==> config.mk <==
export PLATFORM = sky130hd
export DESIGN_NAME = weighted_window_peak_finder
export DESIGN_NICKNAME = d
export VERILOG_FILES = /design/src/hw/rtl/wwpf_pkg.sv /design/src/hw/rtl/wwpf_window.sv /design/src/hw/rtl/wwpf_score.sv /design/src/hw/rtl/wwpf_select.sv /design/src/hw/rtl/weighted_window_peak_finder.sv
export SDC_FILE = /design/constraint.sdc
export NUM_CORES = 2
export LEC_CHECK = 0
export ABC_CLOCK_PERIOD_IN_PS = 13630
export BUFFER_PORTS_ARGS = -buffer_cell sky130_fd_sc_hd__buf_4
export CAP_MARGIN = 5
export CORE_MARGIN = 10
export CORE_UTILIZATION = 35
export CTS_BUF_LIST = sky130_fd_sc_hd__clkbuf_8
export CTS_CLUSTER_DIAMETER = 50
export DETAILED_ROUTE_END_ITERATION = 8
export SYNTH_ARGS = -nofsm -noshare
export SYNTH_HDL_FRONTEND = slang
export SYNTH_SLANG_ARGS = --single-unit
==> constraint.sdc <==
create_clock -name clk -period 13.63 [get_ports clk]
set_clock_uncertainty 0.1 [all_clocks]
set_input_delay 0.6815 -clock clk [delete_from_list [all_inputs] [get_ports clk]]
set_output_delay 0.6815 -clock clk [all_outputs]
set_load 0.1 [all_outputs]
==> src/hw/rtl/wwpf_pkg.sv <==
`timescale 1ns / 1ps
// ----------------------------------------------------------------------------
// wwpf_pkg: shared types and constants of the weighted window peak finder
// Field widths, default window size and the tag that travels with each
// transaction down the scoring pipeline.
// ----------------------------------------------------------------------------
package wwpf_pkg;

    localparam int POS_W        = 16;
    localparam int COUNT_W      = 20;
    localparam int WINDOW_SIZE_DEF = 8;

    typedef logic [POS_W-1:0]   pos_t;
    typedef logic [COUNT_W-1:0] count_t;

    typedef struct packed {
        logic vld;
        logic score_en;
        logic last;
        pos_t pos;
        pos_t fb_pos;
    } tag_t;

endpackage

==> src/hw/rtl/wwpf_window.sv <==
`timescale 1ns / 1ps
// ----------------------------------------------------------------------------
// wwpf_window: window shift line, fill count and fallback tracking
// Holds the last WINDOW_SIZE counts, tracks the short-range fallback and
// registers a snapshot of the full window for scoring.
// ----------------------------------------------------------------------------
module wwpf_window #(
    parameter int WINDOW_SIZE = wwpf_pkg::WINDOW_SIZE_DEF
) (
    input  logic                                     clk,
    input  logic                                     rst_n,
    input  logic                                     accept,
    input  logic                                     advance,
    input  wwpf_pkg::pos_t                           position,
    input  wwpf_pkg::count_t                         count,
    input  logic                                     last_item,
    output wwpf_pkg::tag_t                           a_tag,
    output logic [WINDOW_SIZE:0][wwpf_pkg::COUNT_W-1:0] a_cnt
);
    import wwpf_pkg::*;

    localparam int HALF   = WINDOW_SIZE / 2;
    localparam int FILL_W = $clog2(WINDOW_SIZE + 1);

    count_t [WINDOW_SIZE-1:0] cnt_tap_reg;
    pos_t   [WINDOW_SIZE-1:0] pos_tap_reg;
    logic [FILL_W-1:0]        fill_reg;
    count_t                   fb_cnt_reg;
    pos_t                     fb_pos_reg;
    tag_t                     a_tag_reg;
    logic [WINDOW_SIZE:0][COUNT_W-1:0] a_cnt_reg;

    logic full;
    logic fb_upd;
    pos_t fb_pos_now;

    assign full       = (fill_reg == FILL_W'(WINDOW_SIZE));
    assign fb_upd     = !full && (count > fb_cnt_reg);
    assign fb_pos_now = fb_upd ? position : fb_pos_reg;

    always_ff @(posedge clk)
    begin
        if (accept)
        begin
            for (int i = 0; i < WINDOW_SIZE - 1; i++)
            begin
                cnt_tap_reg[i] <= cnt_tap_reg[i+1];
                pos_tap_reg[i] <= pos_tap_reg[i+1];
            end
            cnt_tap_reg[WINDOW_SIZE-1] <= count;
            pos_tap_reg[WINDOW_SIZE-1] <= position;
        end
        if (advance)
        begin
            a_cnt_reg[WINDOW_SIZE-1:0] <= cnt_tap_reg;
            a_cnt_reg[WINDOW_SIZE]     <= count;
        end
    end

    always_ff @(posedge clk or negedge rst_n)
    begin
        if (!rst_n)
        begin
            fill_reg   <= '0;
            fb_cnt_reg <= '0;
            fb_pos_reg <= '0;
            a_tag_reg  <= '0;
        end
        else
        begin
            if (accept)
            begin
                if (last_item)
                begin
                    fill_reg   <= '0;
                    fb_cnt_reg <= '0;
                    fb_pos_reg <= '0;
                end
                else if (!full)
                begin
                    fill_reg <= fill_reg + 1'b1;
                    if (fb_upd)
                    begin
                        fb_cnt_reg <= count;
                        fb_pos_reg <= position;
                    end
                end
            end
            if (advance)
            begin
                a_tag_reg.vld      <= accept;
                a_tag_reg.score_en <= full;
                a_tag_reg.last     <= last_item;
                a_tag_reg.pos      <= pos_tap_reg[HALF];
                a_tag_reg.fb_pos   <= fb_pos_now;
            end
        end
    end

    assign a_tag = a_tag_reg;
    assign a_cnt = a_cnt_reg;

endmodule

==> src/hw/rtl/wwpf_score.sv <==
`timescale 1ns / 1ps
// ----------------------------------------------------------------------------
// wwpf_score: weighted window score
// Divides each neighbour count by its distance plus one through a constant
// reciprocal multiply, registers the quotients, then registers their sum.
// ----------------------------------------------------------------------------
module wwpf_score #(
    parameter int WINDOW_SIZE = wwpf_pkg::WINDOW_SIZE_DEF
) (
    input  logic                                        clk,
    input  logic                                        rst_n,
    input  logic                                        advance,
    input  wwpf_pkg::tag_t                              a_tag,
    input  logic [WINDOW_SIZE:0][wwpf_pkg::COUNT_W-1:0] a_cnt,
    output wwpf_pkg::tag_t                              c_tag,
    output logic [wwpf_pkg::COUNT_W+$clog2(WINDOW_SIZE+1)-1:0] c_sum
);
    import wwpf_pkg::*;

    localparam int HALF  = WINDOW_SIZE / 2;
    localparam int SUM_W = COUNT_W + $clog2(WINDOW_SIZE + 1);

    count_t [WINDOW_SIZE:0] q_now;
    count_t [WINDOW_SIZE:0] b_q_reg;
    tag_t                   b_tag_reg;
    tag_t                   c_tag_reg;
    logic [SUM_W-1:0]       c_sum_reg;
    logic [SUM_W-1:0]       sum_next;

    for (genvar k = 0; k <= WINDOW_SIZE; k++)
    begin : g_lane
        if (k == HALF)
        begin : g_centre
            assign q_now[k] = a_cnt[k];
        end
        else
        begin : g_side
            localparam int DIV    = ((k > HALF) ? (k - HALF) : (HALF - k)) + 1;
            localparam int SHIFT  = COUNT_W + $clog2(DIV);
            localparam int PROD_W = SHIFT + COUNT_W;
            localparam longint unsigned MULT = ((64'd1 << SHIFT) + DIV - 1) / DIV;
            logic [PROD_W-1:0] prod;
            assign prod     = PROD_W'(a_cnt[k]) * PROD_W'(MULT);
            assign q_now[k] = prod[SHIFT +: COUNT_W];
        end
    end

    always_comb
    begin
        sum_next = '0;
        for (int k = 0; k <= WINDOW_SIZE; k++)
        begin
            sum_next = sum_next + SUM_W'(b_q_reg[k]);
        end
    end

    always_ff @(posedge clk)
    begin
        if (advance)
        begin
            b_q_reg   <= q_now;
            c_sum_reg <= sum_next;
        end
    end

    always_ff @(posedge clk or negedge rst_n)
    begin
        if (!rst_n)
        begin
            b_tag_reg <= '0;
            c_tag_reg <= '0;
        end
        else if (advance)
        begin
            b_tag_reg <= a_tag;
            c_tag_reg <= b_tag_reg;
        end
    end

    assign c_tag = c_tag_reg;
    assign c_sum = c_sum_reg;

endmodule

==> src/hw/rtl/wwpf_select.sv <==
`timescale 1ns / 1ps
// ----------------------------------------------------------------------------
// wwpf_select: running best and result register
// Keeps the first strictly best score of the range and registers the peak
// position on the final transaction (a fallback if that one is unscored).
// ----------------------------------------------------------------------------
module wwpf_select #(
    parameter int WINDOW_SIZE = wwpf_pkg::WINDOW_SIZE_DEF
) (
    input  logic                                               clk,
    input  logic                                               rst_n,
    input  logic                                               advance,
    input  wwpf_pkg::tag_t                                     c_tag,
    input  logic [wwpf_pkg::COUNT_W+$clog2(WINDOW_SIZE+1)-1:0] c_sum,
    input  logic                                               out_ready,
    output logic                                               out_valid,
    output wwpf_pkg::pos_t                                     peak_position
);
    import wwpf_pkg::*;

    localparam int SUM_W = COUNT_W + $clog2(WINDOW_SIZE + 1);

    logic [SUM_W-1:0] best_score_reg;
    pos_t             best_pos_reg;
    logic             out_valid_reg;
    pos_t             peak_reg;

    logic win;
    logic take;
    pos_t result;

    assign win    = c_tag.score_en && (c_sum > best_score_reg);
    assign take   = advance && c_tag.vld;
    assign result = c_tag.score_en ? (win ? c_tag.pos : best_pos_reg) : c_tag.fb_pos;

    always_ff @(posedge clk)
    begin
        if (take && c_tag.last)
        begin
            peak_reg <= result;
        end
    end

    always_ff @(posedge clk or negedge rst_n)
    begin
        if (!rst_n)
        begin
            best_score_reg <= '0;
            best_pos_reg   <= '0;
            out_valid_reg  <= 1'b0;
        end
        else
        begin
            if (take)
            begin
                if (c_tag.last)
                begin
                    best_score_reg <= '0;
                    best_pos_reg   <= '0;
                end
                else if (win)
                begin
                    best_score_reg <= c_sum;
                    best_pos_reg   <= c_tag.pos;
                end
            end
            if (take && c_tag.last)
            begin
                out_valid_reg <= 1'b1;
            end
            else if (out_ready)
            begin
                out_valid_reg <= 1'b0;
            end
        end
    end

    assign out_valid     = out_valid_reg;
    assign peak_position = peak_reg;

endmodule

==> src/hw/rtl/weighted_window_peak_finder.sv <==
`timescale 1ns / 1ps
// ----------------------------------------------------------------------------
// weighted_window_peak_finder: sliding window peak search over a count stream
// Scores the centre of each full window, keeps the first strictly best peak
// and reports its position (or a fallback) on a range's final transaction.
//
//   channel   handshake              payload
//   input     in_valid / in_ready    position, count, last_item
//   output    out_valid / out_ready  peak_position
//
// One transaction is taken every cycle unless the pipeline stalls; the window
// snapshot is registered at the accepting edge, then the quotient, sum and
// compare stages follow in that order up to the result register.
// After reset no clearing pass is needed; the range state is clear.
// The pipeline halts only when a result reaches the compare stage while the
// previous result still waits in the output register.
// ----------------------------------------------------------------------------
module weighted_window_peak_finder #(
    parameter int WINDOW_SIZE = wwpf_pkg::WINDOW_SIZE_DEF
) (
    input  logic             clk,
    input  logic             rst_n,
    input  logic             in_valid,
    output logic             in_ready,
    input  wwpf_pkg::pos_t   position,
    input  wwpf_pkg::count_t count,
    input  logic             last_item,
    output logic             out_valid,
    input  logic             out_ready,
    output wwpf_pkg::pos_t   peak_position
);
    import wwpf_pkg::*;

    localparam int SUM_W = COUNT_W + $clog2(WINDOW_SIZE + 1);

    tag_t                              a_tag;
    logic [WINDOW_SIZE:0][COUNT_W-1:0] a_cnt;
    tag_t                              c_tag;
    logic [SUM_W-1:0]                  c_sum;
    logic                              stall;
    logic                              advance;
    logic                              accept;

    // hold everything while a second result would overwrite a waiting one
    assign stall    = c_tag.vld && c_tag.last && out_valid && !out_ready;
    assign advance  = !stall;
    assign in_ready = advance;
    assign accept   = in_valid && in_ready;

    wwpf_window #(
        .WINDOW_SIZE (WINDOW_SIZE)
    ) u_window (
        .clk       (clk),
        .rst_n     (rst_n),
        .accept    (accept),
        .advance   (advance),
        .position  (position),
        .count     (count),
        .last_item (last_item),
        .a_tag     (a_tag),
        .a_cnt     (a_cnt)
    );

    wwpf_score #(
        .WINDOW_SIZE (WINDOW_SIZE)
    ) u_score (
        .clk     (clk),
        .rst_n   (rst_n),
        .advance (advance),
        .a_tag   (a_tag),
        .a_cnt   (a_cnt),
        .c_tag   (c_tag),
        .c_sum   (c_sum)
    );

    wwpf_select #(
        .WINDOW_SIZE (WINDOW_SIZE)
    ) u_select (
        .clk           (clk),
        .rst_n         (rst_n),
        .advance       (advance),
        .c_tag         (c_tag),
        .c_sum         (c_sum),
        .out_ready     (out_ready),
        .out_valid     (out_valid),
        .peak_position (peak_position)
    );

endmodule
==> summary.txt <==
Top FF cell, synth -> edfxtp_1
# setup viols final -> 0
Root Buffer -> clkbuf_8
Number of flops mapped to enable cells by yosys -> 605
Gates resized, CTS repair -> 0
Area grow syn2layout -> 10.7%
Layout cells sized above 1 -> 0.0751
Max transition margin -> 0.266
Synthesized flop and latch total -> 790
Crit-path max FO -> 5
Initial Util -> 0.353
RR Startpoint -> u_window.a_cnt[11]
Crit Path Class -> flop to flop
Leading area contributor after synthesis -> edfxtp_1
Synth top area share -> 0.311
Hpwl dp -> 101 mm
Clock tree sinks -> 790
Synth cell types -> 73
Reg2Reg Setup Slack -> 6.45 ns
Crit path launch type -> flop
Status -> complete, no violations
Vias per cell -> 4.59
I/O pin count -> 59
Post-synth top cells -> inv_1 (1217), ha_1 (857), fa_1 (670)
Final ANT Viol Nets -> 0
Measured slew at the worst slew-check pin -> 1.10 ns
Fmax -> 139 MHz
Initial DRC Count -> 1745
Total routed wirelength -> 125 mm
Ys async rst share -> 0.234
Post-Syn Instances -> 4519
Placement Setup Slack -> 6.35 ns
Total number of vias -> 32.3k
Setup Buffers After CTS -> 0
Worst-Skew Late Latency -> 0.81 ns
Die Ht -> 428 um
RSZ-0062 raised after global routing -> no
Register area share after synthesis -> 0.391
Crit end category -> flop
Reg-to-Reg End -> u_score.b_q_reg[17]
IO buf count -> 58
Max reg flops -> 174
Area contributors post-synth -> edfxtp_1 (31%), fa_1 (23%), ha_1 (18%)
Vias in the first global route -> 35.8k
Yosys warning total -> 0
GRT Total Usage -> 0.139
FP Rows -> 149
Arrival time at the worst endpoint -> 7.63 ns
Final period util -> 0.527
Fin. Hold Viols -> 0
TritonCTS clock tree -> yes
Initial antenna violation count -> 3
Required time of the critical path -> 14.07 ns
Post-synthesis cell area -> 58300 um^2
Post-Route Setup TNS -> 0 ns
R2R cell count -> 22
Worst hold stages -> 3
Post-Layout Inst Area -> 64600 um^2
Worst setup margin -> 6.45 ns
Die Span X -> 428 um
Core area -> 165000 um^2
Slew Viols, Final -> 0
Cts bufs inserted -> 139
Placer Congestion -> 0.906
Syn_nets -> 6087
Most common cell in the netlist -> inv_1
MaxCap Viol Count -> 0
Hold_buf cts -> 38
Syn_area_per_cell -> 12.9 um^2
Fin crit period -> 7.18 ns
Worst hold endpoint -> u_select.out_valid
Final net count -> 6306
H-tree depth -> 4
Die area -> 183000 um^2
Gr ovfl total -> 0
Clk buf depth -> 3
First-pass GRT wire length -> 203 mm
Hold WC Path Type -> input pin to flop
Dpl cell area -> 61600 um^2
Largest net degree at the start of global routing -> 169
Worst-path clk slew -> 0.05 ns
HP Start -> out_ready
WL/cell -> 17.8 um
Hold Slack -> 0.168 ns
# DRC -> 0
Detailed Routing Iterations Pass 1 -> 7
layout by cell type (no fill, tap or decap), types with 22 or more instances in the layout:
cell type      Yosys  final
a21oi_1          123    123
xnor2_1           67     67
mux2_2            87     87
clkbuf_8           0    148
mux2i_1           33     33
inv_1           1217   1266
xor2_1            33     33
o21ai_0           56     56
a22o_1            74     74
fa_1             670    670
nor3_1            25     24
nand4_1           22     22
o21a_1            24     24
a21o_1            79     79
nor2_1           102    102
nand2_1           37     37
buf_4              0     72
ha_1             857    857
edfxtp_1         605    605
dlygate4sd3_1      0     38
dfrtp_1          185    185
worst max-delay path: stages, from the launching register on:
cell and delay [ns]:
edfxtp_1 0.59, ha_1 0.53, inv_1 0.12, fa_1 0.49, inv_1 0.04, ha_1 0.26
inv_1 0.05, fa_1 0.48, fa_1 0.54, inv_1 0.05, fa_1 0.51, fa_1 0.42
ha_1 0.30, a21o_1 0.16, a21o_1 0.16, a2111oi_0 0.39, buf_4 0.21, a211oi_1 0.11
a211oi_1 0.54, o311ai_1 0.26, a21oi_2 0.28, o221ai_1 0.16, xnor2_1 0.15
per-stage QoR:
| stage | std cells | util |
|---|---|---|
| 2_1_floorplan | 4519 | - |
| 3_3_place_gp | 6748 | 0.372 |
| 3_5_place_dp | 6748 | 0.372 |
| 4_1_cts | 7033 | 0.391 |
| 5_1_grt | 7038 | 0.391 |
| 6_report | 7038 | 0.391 |
worst max path at each step:
stage	start	endpoint	slack, ns	cells past startpoint
after floorplan	u_select.out_valid	in_ready	6.01	5
after global placement	u_window.a_cnt[11]	u_score.b_q_reg[17]	6.43	22
after detailed placement	u_window.a_cnt[11]	u_score.b_q_reg[17]	6.35	22
after CTS	u_window.a_cnt[11]	u_score.b_q_reg[17]	6.34	22
after global routing	u_window.a_cnt[11]	u_score.b_q_reg[17]	5.99	22
final	u_window.a_cnt[11]	u_score.b_q_reg[17]	6.45	22
cell type report:
type,count,area [um^2]
diodes,5,12.5
clock buffers,147,2020
clock inverters,100,598
fillers,15500,101000
inverters,1217,4580
multi-input cells,2477,30900
flip-flops and latches,790,22800
well taps,2189,2740
repair buffers,113,975
kinds of logic (layout without fill, tap and decap cells):
logic type      Yosys count  count (layout)  synth area share
buf+inv                1252            1577            0.0806
mux                     120             120            0.0225
other cells               0               5                 0
xor+xnor                100             100            0.0150
compound gates          460             460            0.0550
simple gates            270             270            0.0225
flops                   790             790             0.391
fa+ha+maj              1527            1527             0.414
metal layers:
metal  GRT usage  vias up  share of wire
li1            -    15300              -
met1       0.195    16300           0.47
met2       0.229      510           0.48
met3      0.0186      143          0.033
met4      0.0309        0          0.017
met5           0        -              0
Power is left out: the tool's default activity adds up to more than one toggle a clock period on the data nets, which glitch-free logic cannot reach.
